===== src/rtl/ape_pkg.sv =====
// Shared types, codes and speed-to-time tables for the actuator position estimator.
package ape_pkg;

  // Item action codes
  localparam logic [1:0] ACT_TICK       = 2'd0;
  localparam logic [1:0] ACT_SET_TARGET = 2'd1;
  localparam logic [1:0] ACT_RESTORE    = 2'd2;

  // Bridge direction codes
  localparam logic [1:0] DIR_STOP = 2'd0;
  localparam logic [1:0] DIR_FWD  = 2'd1;
  localparam logic [1:0] DIR_REV  = 2'd2;

  localparam int TICK_W     = 10;
  localparam int PCT_W      = 7;
  localparam int PWM_W      = 8;
  localparam int BASE_W     = 17;  // largest t0*d product is 90000
  localparam int SLOPE_W    = 11;  // largest t0-t1 is 2000
  localparam int DEN_W      = 6;   // largest pwm span is 50
  localparam int DIVISOR_W  = BASE_W;
  localparam int SCALE_W    = TICK_W + 7 + DEN_W;  // 100*tick*den < 2^23
  localparam int N_FWD      = 5;
  localparam int N_REV      = 4;

  localparam logic [TICK_W-1:0] TICK_RESET  = TICK_W'(50);
  localparam logic [PWM_W-1:0]  SPEED_RESET = PWM_W'(255);
  localparam logic [PCT_W-1:0]  PCT_MAX     = PCT_W'(100);

  localparam int FWD_PWM [N_FWD] = '{155, 165, 175, 205, 255};
  localparam int FWD_MS  [N_FWD] = '{6000, 4000, 3000, 1800, 800};
  localparam int REV_PWM [N_REV] = '{155, 175, 205, 255};
  localparam int REV_MS  [N_REV] = '{3000, 3000, 1500, 800};

  typedef enum logic [1:0] {
    ST_IDLE,
    ST_SETUP,
    ST_DIVIDE,
    ST_DONE
  } state_t;

  // One interpolation segment: time = (base - (s - p0) * slope) / den
  typedef struct packed {
    logic [BASE_W-1:0]  base;
    logic [SLOPE_W-1:0] slope;
    logic [PWM_W-1:0]   p0;
    logic [DEN_W-1:0]   den;
  } seg_t;

  typedef struct packed {
    logic load_item;
    logic load_div;
    logic commit;
  } cmd_t;

  typedef struct packed {
    logic need_div;
    logic div_busy;
  } status_t;

  function automatic seg_t seg_lookup(input logic rev, input logic [PWM_W-1:0] s);
    seg_t seg;
    logic found;
    int   d;
    seg   = '0;
    found = 1'b0;
    d     = 0;
    seg.den = DEN_W'(1);
    if (!rev) begin
      if (int'(s) <= FWD_PWM[0]) begin
        seg.base = BASE_W'(FWD_MS[0]);
      end else if (int'(s) >= FWD_PWM[N_FWD-1]) begin
        seg.base = BASE_W'(FWD_MS[N_FWD-1]);
      end else begin
        for (int i = 0; i < N_FWD - 1; i++) begin
          if (!found && int'(s) <= FWD_PWM[i+1]) begin
            found     = 1'b1;
            d         = FWD_PWM[i+1] - FWD_PWM[i];
            seg.den   = DEN_W'(d);
            seg.base  = BASE_W'(FWD_MS[i] * d);
            seg.slope = SLOPE_W'(FWD_MS[i] - FWD_MS[i+1]);
            seg.p0    = PWM_W'(FWD_PWM[i]);
          end
        end
      end
    end else begin
      if (int'(s) <= REV_PWM[0]) begin
        seg.base = BASE_W'(REV_MS[0]);
      end else if (int'(s) >= REV_PWM[N_REV-1]) begin
        seg.base = BASE_W'(REV_MS[N_REV-1]);
      end else begin
        for (int i = 0; i < N_REV - 1; i++) begin
          if (!found && int'(s) <= REV_PWM[i+1]) begin
            found     = 1'b1;
            d         = REV_PWM[i+1] - REV_PWM[i];
            seg.den   = DEN_W'(d);
            seg.base  = BASE_W'(REV_MS[i] * d);
            seg.slope = SLOPE_W'(REV_MS[i] - REV_MS[i+1]);
            seg.p0    = PWM_W'(REV_PWM[i]);
          end
        end
      end
    end
    return seg;
  endfunction

endpackage


===== src/rtl/ape_if.sv =====
// Item and result channel interfaces of the actuator position estimator.
interface ape_in_if #(parameter int PosW = 23);
  logic               valid;
  logic               ready;
  logic [1:0]         action;
  logic signed [15:0] target_value;
  logic signed [15:0] speed_value;
  logic [PosW-1:0]    restore_position;

  modport source (output valid, action, target_value, speed_value, restore_position,
                  input ready);
  modport sink   (input valid, action, target_value, speed_value, restore_position,
                  output ready);
endinterface

interface ape_out_if #(parameter int PosW = 23);
  logic            valid;
  logic            ready;
  logic [1:0]      drive_dir;
  logic [7:0]      drive_pwm;
  logic [PosW-1:0] position;
  logic [6:0]      target_percent;
  logic            reached;
  logic            save_request;

  modport source (output valid, drive_dir, drive_pwm, position, target_percent, reached,
                  save_request, input ready);
  modport sink   (input valid, drive_dir, drive_pwm, position, target_percent, reached,
                  save_request, output ready);
endinterface


===== src/rtl/ape_div.sv =====
// Bit-serial restoring divider, one quotient bit per cycle.
module ape_div #(
  parameter int DividendW = 39,
  parameter int DivisorW  = 17
) (
  input  logic                 clk,
  input  logic                 rst,
  input  logic                 start,
  input  logic [DividendW-1:0] dividend,
  input  logic [DivisorW-1:0]  divisor,
  output logic                 busy,
  output logic [DividendW-1:0] quotient
);

  localparam int CntW = $clog2(DividendW + 1);

  logic [CntW-1:0]      cnt;
  logic [DivisorW-1:0]  rem;
  logic [DivisorW-1:0]  dsr;
  logic [DividendW-1:0] quo;
  logic [DivisorW:0]    trial;
  logic [DivisorW:0]    diff;

  assign trial = {rem, quo[DividendW-1]};
  assign diff  = trial - {1'b0, dsr};

  always_ff @(posedge clk) begin
    if (rst) begin
      cnt <= '0;
    end else if (start) begin
      cnt <= CntW'(DividendW);
    end else if (cnt != '0) begin
      cnt <= cnt - CntW'(1);
    end
  end

  always_ff @(posedge clk) begin
    if (start) begin
      rem <= '0;
      dsr <= divisor;
      quo <= dividend;
    end else if (cnt != '0) begin
      if (!diff[DivisorW]) begin
        rem <= diff[DivisorW-1:0];
        quo <= {quo[DividendW-2:0], 1'b1};
      end else begin
        rem <= trial[DivisorW-1:0];
        quo <= {quo[DividendW-2:0], 1'b0};
      end
    end
  end

  assign busy     = (cnt != '0);
  assign quotient = quo;

endmodule


===== src/rtl/ape_ctrl.sv =====
// Sequencer for one item at a time and the result beat handshake.
module ape_ctrl
  import ape_pkg::*;
(
  input  logic    clk,
  input  logic    rst,
  input  logic    in_valid,
  output logic    in_ready,
  output logic    out_valid,
  input  logic    out_ready,
  input  status_t status,
  output cmd_t    cmd
);

  state_t state;
  state_t state_next;
  logic   out_valid_next;
  logic   out_free;

  assign out_free = !out_valid || out_ready;

  always_ff @(posedge clk) begin
    if (rst) begin
      state     <= ST_IDLE;
      out_valid <= 1'b0;
    end else begin
      state     <= state_next;
      out_valid <= out_valid_next;
    end
  end

  always_comb begin
    state_next = state;
    unique case (state)
      ST_IDLE: begin
        if (in_valid) state_next = ST_SETUP;
      end
      ST_SETUP: begin
        state_next = status.need_div ? ST_DIVIDE : ST_DONE;
      end
      ST_DIVIDE: begin
        if (!status.div_busy) state_next = ST_DONE;
      end
      ST_DONE: begin
        if (out_free) state_next = ST_IDLE;
      end
      default: state_next = ST_IDLE;
    endcase
  end

  always_comb begin
    in_ready       = 1'b0;
    cmd            = '0;
    out_valid_next = out_valid && !out_ready;
    unique case (state)
      ST_IDLE: begin
        in_ready      = 1'b1;
        cmd.load_item = in_valid;
      end
      ST_SETUP: begin
        cmd.load_div = status.need_div;
      end
      ST_DIVIDE: begin
      end
      ST_DONE: begin
        cmd.commit = out_free;
        if (out_free) out_valid_next = 1'b1;
      end
      default: begin
      end
    endcase
  end

endmodule


===== src/rtl/ape_datapath.sv =====
// Position, target and speed state, step computation and result register.
module ape_datapath
  import ape_pkg::*;
#(
  parameter int FRACTION_BITS = 16
) (
  input  logic                       clk,
  input  logic                       rst,
  input  logic                       cfg_wr_en,
  input  logic [TICK_W-1:0]          cfg_wr_data,
  input  cmd_t                       cmd,
  output status_t                    status,
  input  logic [1:0]                 action,
  input  logic signed [15:0]         target_value,
  input  logic signed [15:0]         speed_value,
  input  logic [FRACTION_BITS+6:0]   restore_position,
  output logic [1:0]                 drive_dir,
  output logic [PWM_W-1:0]           drive_pwm,
  output logic [FRACTION_BITS+6:0]   position,
  output logic [PCT_W-1:0]           target_percent,
  output logic                       reached,
  output logic                       save_request
);

  localparam int PosW = FRACTION_BITS + 7;
  localparam int DivW = SCALE_W + FRACTION_BITS;
  localparam logic [PosW-1:0] FULL_SCALE = PosW'(100 * (2 ** FRACTION_BITS));
  localparam logic [PosW-1:0] SAVE_TH    = PosW'((2 ** FRACTION_BITS) / 10);

  // Item held for the duration of its processing
  logic [1:0]         act_q;
  logic signed [15:0] tv_q;
  logic signed [15:0] sv_q;
  logic [PosW-1:0]    rp_q;

  // Block state
  logic [TICK_W-1:0] tick_ms;
  logic [PosW-1:0]   est_pos;
  logic [PCT_W-1:0]  tgt_pct;
  logic [PWM_W-1:0]  speed;
  logic              moving;
  logic [PosW-1:0]   last_saved;
  logic              saved_valid;

  logic [PosW-1:0]   est_pos_next;
  logic [PCT_W-1:0]  tgt_pct_next;
  logic [PWM_W-1:0]  speed_next;
  logic              moving_next;
  logic [PosW-1:0]   last_saved_next;
  logic              saved_valid_next;
  logic [1:0]        dir_next;
  logic [PWM_W-1:0]  pwm_next;
  logic              reached_next;
  logic              save_next;

  logic [PosW-1:0]   tgt_fix;
  logic              go_fwd;
  logic              go_rev;
  logic [PosW-1:0]   gap;
  logic [PosW-1:0]   diff;
  logic [PosW-1:0]   rp_clamped;

  seg_t                        seg;
  logic [PWM_W-1:0]            ds;
  logic [PWM_W+SLOPE_W-1:0]    slope_prod;
  logic [PWM_W+SLOPE_W-1:0]    time_full;
  logic [TICK_W+6:0]           tick_scaled;
  logic [SCALE_W-1:0]          scale;
  logic [DivW-1:0]             dividend;
  logic [DIVISOR_W-1:0]        divisor;
  logic                        div_busy;
  logic [DivW-1:0]             quotient;
  logic                        overshoot;

  assign tgt_fix = {tgt_pct, {FRACTION_BITS{1'b0}}};
  assign go_fwd  = est_pos < tgt_fix;
  assign go_rev  = est_pos > tgt_fix;
  assign gap     = go_fwd ? (tgt_fix - est_pos) : (est_pos - tgt_fix);

  assign status.need_div = (act_q == ACT_TICK) && (go_fwd || go_rev);
  assign status.div_busy = div_busy;

  // Interpolated travel time and scaled interval
  assign seg         = seg_lookup(go_rev, speed);
  assign ds          = speed - seg.p0;
  assign slope_prod  = (PWM_W+SLOPE_W)'(ds) * (PWM_W+SLOPE_W)'(seg.slope);
  assign time_full   = (PWM_W+SLOPE_W)'(seg.base) - slope_prod;
  assign divisor     = time_full[DIVISOR_W-1:0];
  assign tick_scaled = (TICK_W+7)'(tick_ms) * (TICK_W+7)'(100);
  assign scale       = SCALE_W'(tick_scaled) * SCALE_W'(seg.den);
  assign dividend    = {scale, {FRACTION_BITS{1'b0}}};

  ape_div #(
    .DividendW(DivW),
    .DivisorW (DIVISOR_W)
  ) u_div (
    .clk     (clk),
    .rst     (rst),
    .start   (cmd.load_div),
    .dividend(dividend),
    .divisor (divisor),
    .busy    (div_busy),
    .quotient(quotient)
  );

  assign overshoot  = quotient > DivW'(gap);
  assign diff       = (est_pos > last_saved) ? (est_pos - last_saved) : (last_saved - est_pos);
  assign rp_clamped = (rp_q > FULL_SCALE) ? FULL_SCALE : rp_q;

  always_comb begin
    est_pos_next     = est_pos;
    tgt_pct_next     = tgt_pct;
    speed_next       = speed;
    moving_next      = moving;
    last_saved_next  = last_saved;
    saved_valid_next = saved_valid;
    dir_next         = DIR_STOP;
    pwm_next         = '0;
    reached_next     = 1'b0;
    save_next        = 1'b0;
    unique case (act_q)
      ACT_TICK: begin
        if (go_fwd) begin
          moving_next  = 1'b1;
          est_pos_next = overshoot ? tgt_fix : est_pos + quotient[PosW-1:0];
          dir_next     = DIR_FWD;
          pwm_next     = speed;
        end else if (go_rev) begin
          moving_next  = 1'b1;
          est_pos_next = overshoot ? tgt_fix : est_pos - quotient[PosW-1:0];
          dir_next     = DIR_REV;
          pwm_next     = speed;
        end else if (moving) begin
          if (!saved_valid || diff > SAVE_TH) begin
            save_next        = 1'b1;
            last_saved_next  = est_pos;
            saved_valid_next = 1'b1;
          end
          reached_next = 1'b1;
          moving_next  = 1'b0;
        end
      end
      ACT_SET_TARGET: begin
        priority if (tv_q < 16'sd0) tgt_pct_next = '0;
        else if (tv_q > 16'sd100) tgt_pct_next = PCT_MAX;
        else tgt_pct_next = tv_q[PCT_W-1:0];
        priority if (sv_q < 16'sd0) speed_next = '0;
        else if (sv_q > 16'sd255) speed_next = SPEED_RESET;
        else speed_next = sv_q[PWM_W-1:0];
        moving_next = 1'b1;
      end
      ACT_RESTORE: begin
        est_pos_next     = rp_clamped;
        tgt_pct_next     = rp_clamped[PosW-1:FRACTION_BITS];
        last_saved_next  = rp_clamped;
        saved_valid_next = 1'b1;
      end
      default: begin
      end
    endcase
  end

  always_ff @(posedge clk) begin
    if (cmd.load_item) begin
      act_q <= action;
      tv_q  <= target_value;
      sv_q  <= speed_value;
      rp_q  <= restore_position;
    end
  end

  always_ff @(posedge clk) begin
    if (rst) begin
      tick_ms <= TICK_RESET;
    end else if (cfg_wr_en) begin
      tick_ms <= cfg_wr_data;
    end
  end

  always_ff @(posedge clk) begin
    if (rst) begin
      est_pos     <= '0;
      tgt_pct     <= '0;
      speed       <= SPEED_RESET;
      moving      <= 1'b0;
      saved_valid <= 1'b0;
    end else if (cmd.commit) begin
      est_pos     <= est_pos_next;
      tgt_pct     <= tgt_pct_next;
      speed       <= speed_next;
      moving      <= moving_next;
      saved_valid <= saved_valid_next;
    end
  end

  always_ff @(posedge clk) begin
    if (cmd.commit) begin
      last_saved     <= last_saved_next;
      drive_dir      <= dir_next;
      drive_pwm      <= pwm_next;
      position       <= est_pos_next;
      target_percent <= tgt_pct_next;
      reached        <= reached_next;
      save_request   <= save_next;
    end
  end

endmodule


===== src/rtl/actuator_position_estimator.sv =====
// Actuator position estimator: open-loop H-bridge actuator position tracking.
// A tick that moves the actuator runs the bit-serial divider, one quotient bit per cycle;
// other items skip the divide loop. One item is in flight, and the next beat is taken the
// cycle after the result is registered. Reset (rst, synchronous): position, target, motion,
// save history cleared, speed 255, tick 50 ms; no clearing pass.
module actuator_position_estimator
  import ape_pkg::*;
#(
  parameter int FRACTION_BITS = 16
) (
  input  logic              clk,
  input  logic              rst,
  input  logic              cfg_wr_en,
  input  logic [TICK_W-1:0] cfg_wr_data,
  ape_in_if.sink            items,
  ape_out_if.source         results
);

  // Control and status between the sequencer and the datapath
  cmd_t    cmd;
  status_t status;

  // The sequencer takes an item beat in idle, walks it through setup,
  // the divide loop when the tick moves the actuator, and a commit step.
  // Commit happens only once the result register is free or being drained,
  // so a finished result waits there while the next beat is accepted.
  ape_ctrl u_ctrl (
    .clk      (clk),
    .rst      (rst),
    .in_valid (items.valid),
    .in_ready (items.ready),
    .out_valid(results.valid),
    .out_ready(results.ready),
    .status   (status),
    .cmd      (cmd)
  );

  // The datapath holds the item, the estimator state and the result register.
  // It interpolates the travel time from the speed tables, feeds the divider
  // with 100 * interval * 2^FRACTION_BITS * span over span times the interpolated time,
  // and at commit moves the position, clamped at the target.
  ape_datapath #(
    .FRACTION_BITS(FRACTION_BITS)
  ) u_dp (
    .clk             (clk),
    .rst             (rst),
    .cfg_wr_en       (cfg_wr_en),
    .cfg_wr_data     (cfg_wr_data),
    .cmd             (cmd),
    .status          (status),
    .action          (items.action),
    .target_value    (items.target_value),
    .speed_value     (items.speed_value),
    .restore_position(items.restore_position),
    .drive_dir       (results.drive_dir),
    .drive_pwm       (results.drive_pwm),
    .position        (results.position),
    .target_percent  (results.target_percent),
    .reached         (results.reached),
    .save_request    (results.save_request)
  );

endmodule


===== src/flat_wrapper.sv =====
// flat-port wrapper written by rule: the top's interface ports become plain ports
module actuator_position_estimator_flat import ape_pkg::*;
#(
  parameter int FRACTION_BITS = 16
)
  (clk, rst, cfg_wr_en, cfg_wr_data, items_valid, items_action, items_target_value, items_speed_value, items_restore_position, items_ready, results_valid, results_drive_dir, results_drive_pwm, results_position, results_target_percent, results_reached, results_save_request, results_ready);
  ape_in_if #(.PosW(((16) + 7))) items_i ();
  ape_out_if #(.PosW(((16) + 7))) results_i ();
  input  logic clk;
  input  logic rst;
  input  logic cfg_wr_en;
  input  logic [TICK_W-1:0] cfg_wr_data;
  input wire logic [$bits(items_i.valid)-1:0] items_valid;
  input wire logic [$bits(items_i.action)-1:0] items_action;
  input wire logic [$bits(items_i.target_value)-1:0] items_target_value;
  input wire logic [$bits(items_i.speed_value)-1:0] items_speed_value;
  input wire logic [$bits(items_i.restore_position)-1:0] items_restore_position;
  output wire logic [$bits(items_i.ready)-1:0] items_ready;
  output wire logic [$bits(results_i.valid)-1:0] results_valid;
  output wire logic [$bits(results_i.drive_dir)-1:0] results_drive_dir;
  output wire logic [$bits(results_i.drive_pwm)-1:0] results_drive_pwm;
  output wire logic [$bits(results_i.position)-1:0] results_position;
  output wire logic [$bits(results_i.target_percent)-1:0] results_target_percent;
  output wire logic [$bits(results_i.reached)-1:0] results_reached;
  output wire logic [$bits(results_i.save_request)-1:0] results_save_request;
  input wire logic [$bits(results_i.ready)-1:0] results_ready;
  assign items_i.valid = items_valid;
  assign items_i.action = items_action;
  assign items_i.target_value = items_target_value;
  assign items_i.speed_value = items_speed_value;
  assign items_i.restore_position = items_restore_position;
  assign items_ready = items_i.ready;
  assign results_valid = results_i.valid;
  assign results_drive_dir = results_i.drive_dir;
  assign results_drive_pwm = results_i.drive_pwm;
  assign results_position = results_i.position;
  assign results_target_percent = results_i.target_percent;
  assign results_reached = results_i.reached;
  assign results_save_request = results_i.save_request;
  assign results_i.ready = results_ready;
  actuator_position_estimator #(.FRACTION_BITS(FRACTION_BITS)) u_core (.clk(clk), .rst(rst), .cfg_wr_en(cfg_wr_en), .cfg_wr_data(cfg_wr_data), .items(items_i), .results(results_i));
endmodule

===== config.mk =====
export PLATFORM = sky130hd
export DESIGN_NAME = actuator_position_estimator_flat
export DESIGN_NICKNAME = d
export VERILOG_FILES = /design/src/rtl/ape_pkg.sv /design/src/rtl/ape_if.sv /design/src/rtl/ape_div.sv /design/src/rtl/ape_ctrl.sv /design/src/rtl/ape_datapath.sv /design/src/rtl/actuator_position_estimator.sv /design/src/flat_wrapper.sv
export SDC_FILE = /design/constraint.sdc
export NUM_CORES = 1
export LEC_CHECK = 0
export ABC_AREA = 0
export BUFFER_PORTS_ARGS = -buffer_cell sky130_fd_sc_hd__buf_2
export CAP_MARGIN = 40
export CORE_ASPECT_RATIO = 1.5
export CORE_MARGIN = 2
export CORE_UTILIZATION = 30
export CTS_BUF_LIST = sky130_fd_sc_hd__clkbuf_16
export DETAILED_ROUTE_END_ITERATION = 10
export HOLD_SLACK_MARGIN = 0.1
export SYNTH_ARGS = -nofsm -noshare
export SYNTH_HDL_FRONTEND = slang
export SYNTH_SLANG_ARGS = --single-unit

===== constraint.sdc =====
create_clock -name clk -period 10 [get_ports clk]
set_input_delay 0.5 -clock clk [delete_from_list [all_inputs] [get_ports clk]]
set_output_delay 0.5 -clock clk [all_outputs]
set_load 0.03 [all_outputs]

# Word-level counts from Yosys, hierarchy flattened
# Cells that the tools add are included.
classes:
  n_addsub: 10
  multipliers: 3
  order_cmp: 15
  eq_ne: 12
  n_mux: 85
  n_bitwise: 2
  n_reduce_logical: 28
ops:
  columns: ["operator", "count"]
  rows:
  - ["23-bit 2-to-1 mux", 11]
  - ["42-bit 2-to-1 mux", 6]
  - ["23-bit subtractor", 5]
  - ["25-bit 2-to-1 mux", 4]
  - ["23-bit one-hot mux with 2 select lines", 2]
  - ["17-bit 2-to-1 mux", 5]
  - ["41-bit 2-to-1 mux", 2]
  - ["39-bit 2-to-1 mux", 2]
  - ["23-bit greater-than comparator", 2]
  - ["39-bit by 23-bit greater-than comparator with 1-bit output", 1]
  - ["1-bit 2-to-1 mux", 37]
  - ["8-bit <= comparator, second input constant", 4]
  - ["16-bit by 1-bit < comparator with 1-bit output, second input constant", 2]
  - ["8-bit 2-to-1 mux", 4]
  - ["23-bit adder", 1]
  - ["23-bit by 13-bit greater-than comparator with 1-bit output, second input constant", 1]
  - ["23-bit greater-than comparator, second input constant", 1]
  - ["23-bit < comparator", 1]
  - ["15-bit by 6-bit multiplier with 21-bit output", 1]
  - ["18-bit by 17-bit subtractor with 18-bit output", 1]
  - ["8-bit by 11-bit multiplier with 17-bit output", 1]
  - ["17-bit subtractor", 1]
  - ["16-bit by 8-bit greater-than comparator with 1-bit output, second input constant", 1]
  - ["16-bit by 9-bit greater-than comparator with 1-bit output, second input constant", 1]
  - ["27 further kinds", 58]
totals:
  reg_bits: 254
  word_cells: 181

# Logic depth before layout (Yosys ltp)
depth:
  word_depth: 24
  ltp_mapped: 38
  depth_no_buf: 37

# Cells and area by module
# A second synthesis with hierarchy kept.
hier_totals:
  hier_cells: 2631
  area_unflattened_um2: 23755.3
by_module_without_submodules:
  columns: ["module", "n_inst", "cells_per_inst", "area_each_um2", "seq_area_each_um2"]
  rows:
  - ["ape_datapath", 1, 2245, 19354.8, 4664.5]
  - ["ape_div", 1, 360, 4140.2, 2142.1]
  - ["ape_ctrl", 1, 26, 260.2, 60.1]

# Least setup slack after synthesis
# No wires, ideal clock.
synth_path:
  path_kind: "register to register"
  startpoint: "reg u_core.u_dp.est_pos[20]"
  endpoint: "reg u_core.u_dp.u_div.dsr[16], data pin"
  t_arrival_ns: 7.239
  required_ns: 9.740
  path_slack_ns: 2.501
  path_stages_with_launch: 33
  path_buffers: 2
  synth_period_minus_slack_ns: 7.499
  cell_sequence: "dfxtp_1 -> inv_1 -> ha_1 -> and2_1 -> nand4_1 -> or4_1 -> clkbuf_1 -> nand2_1 -> buf_2 -> nand2_1 -> nor2_1 -> nor2_1 -> fa_1 -> nor2b_1 -> o21ai_0 -> nand2b_1 -> a21o_1 -> a21oi_1 -> xnor2_1 -> nand2b_1 -> fa_1 -> fa_1 -> fa_1 -> inv_1 -> fa_1 -> inv_1 -> ha_1 -> and3_1 -> a31oi_1 -> a21oi_1 -> a21o_1 -> a21oi_1 -> xnor2_1"
synth_via:
  elab_chain_cells: 5
synth_lines:
  columns: ["element", "line_no", "rtl"]
  rows:
  - ["start, declared", "ape_datapath.sv:38", "logic [PosW-1:0] est_pos;"]
  - ["start signal, assigned", "ape_datapath.sv:188", "est_pos <= est_pos_next;"]
  - ["23-bit greater-than comparator *", "ape_datapath.sv:77", "assign go_rev = est_pos > tgt_fix;"]
  - ["42-bit 2-to-1 mux *", "ape_pkg.sv:68", "if (!rev) begin"]
  - ["8-bit subtractor", "ape_datapath.sv:85", "assign ds = speed - seg.p0;"]
  - ["8-bit by 11-bit multiplier with 17-bit output", "ape_datapath.sv:86", "assign slope_prod = (PWM_W+SLOPE_W)'(ds) * (PWM_W+SLOPE_W)'(seg.slope);"]
  - ["17-bit subtractor *", "ape_datapath.sv:87", "assign time_full = (PWM_W+SLOPE_W)'(seg.base) - slope_prod;"]
  - ["net u_core.u_dp.time_full[16]", "ape_datapath.sv:66", "logic [PWM_W+SLOPE_W-1:0] time_full;"]
  - ["end signal, assigned", "ape_div.sv:40", "dsr <= divisor;"]
  - ["end, declared", "ape_div.sv:19", "logic [DivisorW-1:0] dsr;"]
# Mark *: on every way through the listed nets, which the timed path passes. The rest lies on a longest branch.
# A chain may end at the register's enable or synchronous reset.

# Final worst setup path
# Same ends and word-level chain as after synthesis.

==> results.md <==
* Initial core utilization at 30.3%
* Setup crit end: u_core.u_dp.u_div.dsr[16]$_DFFE_PP_
* Clock share of power at 11.2%
* WS Path Type: reg -> reg
* Most frequent cell after synthesis: inv_1
* Die Ht at 344 um
* Post-DR wirelength/cell at 18.0 um
* Layout cells sized above 1 at 8.74%
* Final period utilization at 85.9%
* Antenna cells at 0
* CP startpoint kind: register
* Kind of end point of the critical path: register
* Final TNS setup at 0 ps
* PwrDens at 383 nW/um^2
* Seq pwr share at 18.4%
* Vias at 19700
* GP Congestion at 0.926
* EDFF count, synth at 158
* Detailed Routing Iterations Pass 1 at 5
* Number of port buffers at 115
* CP max FO at 9
* Peak supply drop at 0.000465 V
* I/O pin total at 116
* Sw power at 5.00 mW
* Dpl hpwl at 54100 um
* Worst-Margin Slew at 884 ps
* Internal power at 5.16 mW
* Comb pwr share at 70.4%
* Reg2Reg Depth at 32
* Nets at 3246
* Leak pwr at 11.6 nW
* Final Hold Fails at 0
* Post-synthesis cell type count at 81
* Commonest cells in the netlist: inv_1 (320), nand2_1 (312), ha_1 (252), a21oi_1 (193), nor2_1 (190)
* Post-synth top flop: edfxtp_1
* Max incr delay on CP at 860 ps
* Total Routing Usage GR at 17.3%
* Clk buf depth at 3
* Post-Place Setup Slack at 1490 ps
* Slew HR at 40.3%
* Final Setup Violations at 0
* Post-Syn Nets at 3101
* Maximum clock rate at 116 MHz
* Drc violations at 0
* RSZ-0062 raised after global routing: false
* Post-route setup slack at 1410 ps
* DIE WIDTH at 231 um
* Data arrival, critical path at 8920 ps
* TritonCTS clock tree: done
* Inst Count DP at 3722
* Clk_skew at 26.3 ps
* Filler cells at 8029
* Outcome: complete, no violations
* Post-synthesis register bit count at 252
* Async set-or-reset flop fraction in the synthesized netlist at 0%
* Drt initial violations at 974
* Initial antenna violation count at 1
* Cells after Synth at 2660
* Hold Crit Start: cfg_wr_data[7]
* Post-route insts no fill at 3835
* Register-to-register setup slack at 1410 ps
* Net Sw Frac at 49.2%
* Worst Setup SP: u_core.u_dp.est_pos[20]$_SDFFE_PP0P_
* Die area at 79400 um^2
* Post-synth top area cell: edfxtp_1
* CTS Buf Count at 29
* RR Startpoint: u_core.u_dp.est_pos[20]$_SDFFE_PP0P_
* Critical Path RT at 10330 ps
* Max-Cap Viols at 0
* Ys Warns at 0
* Sequential-to-total area share from yosys stat at 28.6%
* Number of global-route vias before repair at 20200
* HP Class: in -> reg
* Worst-path clk slew at 80 ps
* Slowest CP cell: or4_1
* Row cnt at 124
* GR Overflow Total at 0
* Antenna-violating nets left at 0
* Total routed wirelength at 69000 um
* Root buf cell: clkbuf_16
* Cell Area, Synth at 23100 um^2
* First-pass GRT wire length at 109000 um
* Synth-to-Final Area Change at 14.6%
* Tmin final at 8590 ps
* Worst-Skew Late Latency at 600 ps
* Largest cells by area after synthesis: edfxtp_1 (21%), ha_1 (14%), fa_1 (10%), dfxtp_1 (8.1%), inv_1 (5.2%)
* R2R Path End: u_core.u_dp.u_div.dsr[16]$_DFFE_PP_
* Post CTS Setup Buffer Count at 0
* Largest net degree at the start of global routing at 69
* CTS Sinks at 252
* CTS HTree Levels at 1
* Synthesized area per cell at 8.70 um^2
* Slew Limit Fails at 0
* Core Area at 76300 um^2
* Vias per cell at 5.13
* Area share of the largest cell type after synthesis at 20.5%
==> through the flow <==
| stage | hold slack [ps] | utilization (%) | area (um^2) | total power, mW |
|---|---|---|---|---|
| 6_report | 138 | 34.7 | 26500 | 10.2 |
| 5_1_grt | 139 | 34.7 | 26500 | 11.2 |
| 2_1_floorplan | 430 | - | 23100 | 7.17 |
| 3_3_place_gp | 445 | 32.6 | 24900 | 9.00 |
| 4_1_cts | 111 | 34.7 | 26500 | 10.3 |
| 3_5_place_dp | 450 | 32.6 | 24900 | 9.05 |
==> placed cells by master, fill, tap and decap left out, types with 15 or more instances in the layout <==
| master | n |
|---|---|
| xor2_1 | 33 |
| nor4_1 | 18 |
| clkbuf_16 | 32 |
| nor2b_1 | 23 |
| ha_1 | 252 |
| and3_1 | 19 |
| fa_1 | 117 |
| mux2i_1 | 33 |
| nand2b_1 | 47 |
| inv_1 | 321 |
| a31oi_1 | 23 |
| o211ai_1 | 20 |
| dlygate4sd3_1 | 60 |
| xnor2_1 | 71 |
| buf_4 | 32 |
| a21o_1 | 42 |
| nand3_1 | 51 |
| o21bai_1 | 23 |
| buf_2 | 115 |
| o221ai_1 | 15 |
| o21ai_0 | 135 |
| nand2_1 | 312 |
| o21a_1 | 30 |
| dfxtp_1 | 94 |
| o31ai_1 | 21 |
| a21oi_1 | 192 |
| and2_1 | 29 |
| a211oi_1 | 30 |
| nor2_1 | 188 |
| edfxtp_1 | 158 |
| or2_2 | 16 |
| nor3_1 | 49 |
==> metal layers <==
layer / wire [um] / up-vias / global-route usage [%]
li1: - / 9561 / -
met1: 25700 / 9513 / 17.8
met2: 37700 / 427 / 34.6
met3: 2210 / 156 / 1.53
met4: 3390 / 0 / 8.10
met5: 0 / - / 0
==> worst min-delay path by stage <==
stage / slack [ps] / endpoint / cells after the start
floorplan: 430 / u_core.u_dp.saved_valid$_SDFFE_PP0P_ / 2
global placement: 440 / u_core.u_dp.u_div.rem[0]$_SDFFE_PP0N_ / 2
detailed placement: 450 / u_core.u_dp.u_div.rem[0]$_SDFFE_PP0N_ / 2
CTS: 110 / u_core.u_dp.tick_ms[7]$_SDFFE_PP0P_ / 3
global route: 140 / u_core.u_dp.tick_ms[9]$_SDFFE_PP0P_ / 3
finish: 140 / u_core.u_dp.tick_ms[7]$_SDFFE_PP0P_ / 3
==> repair_timing <==
action / 4_1_cts / 5_1_grt
setup endpoints to repair: 0 / 0
hold buffers: 60 / 0
endpoints found under the hold margin: 60 / 0
resized for setup: 0 / 0
==> area by class of cell <==
class | instances | area, um^2 | area share (%)
Sequential cell | 252 | 6630 | 25.0
Clock buffer | 32 | 801 | 3.02
Inverter | 322 | 1210 | 4.56
Timing Repair Buffer | 209 | 1460 | 5.49
Tap cell | 1008 | 1260 | 4.76
Multi-Input combinational cell | 1991 | 15000 | 56.4
Clock inverter | 21 | 203 | 0.764
==> critical path: cells and delay by family, from the launching register on <==
family | cells | cell delay [ps]
adders and majority gates | 7 | 3100
AOI/OAI and AO/OA | 7 | 1160
xor gates and xnor gates | 2 | 570
buffers and inverters | 4 | 330
DFF | 1 | 500
and+or+nand+nor | 12 | 2650
==> flip-flops by register name, indices dropped and copies added (netlist names), 6 cells and up <==
register                    count
u_core.u_dp.drive_pwm           8
u_core.u_dp.est_pos            23
u_core.u_dp.last_saved         23
u_core.u_dp.position           23
u_core.u_dp.rp_q               23
u_core.u_dp.speed               8
u_core.u_dp.sv_q               16
u_core.u_dp.target_percent      7
u_core.u_dp.tgt_pct             7
u_core.u_dp.tick_ms            10
u_core.u_dp.tv_q               16
u_core.u_dp.u_div.cnt           6
u_core.u_dp.u_div.dsr          15
u_core.u_dp.u_div.quotient     39
u_core.u_dp.u_div.rem          17
==> power by group through the flow <==
stage	logic [mW]	clock network [mW]	registers (mW)
final	7.15	1.14	1.87
after global routing	8.09	1.20	1.90
after CTS	7.23	1.17	1.87
after detailed placement	7.17	0	1.88
after global placement	7.11	0	1.89
after floorplan	5.33	0	1.84
==> cells by family (layout without fill, tap and decap cells) <==
family / count (synthesis) / count (layout) / share of synthesized area (%)
AO/OA/AOI/OAI: 668 / 668 / 18.9
XOR/XNOR: 105 / 105 / 4.01
adder cells (fa/ha/maj): 369 / 369 / 23.7
buffers and inverters: 417 / 584 / 6.89
flip-flops: 252 / 252 / 28.6
multiplexers: 35 / 35 / 1.52
AND/OR/NAND/NOR: 814 / 814 / 16.2
Power figures use the tool's default switching activity.
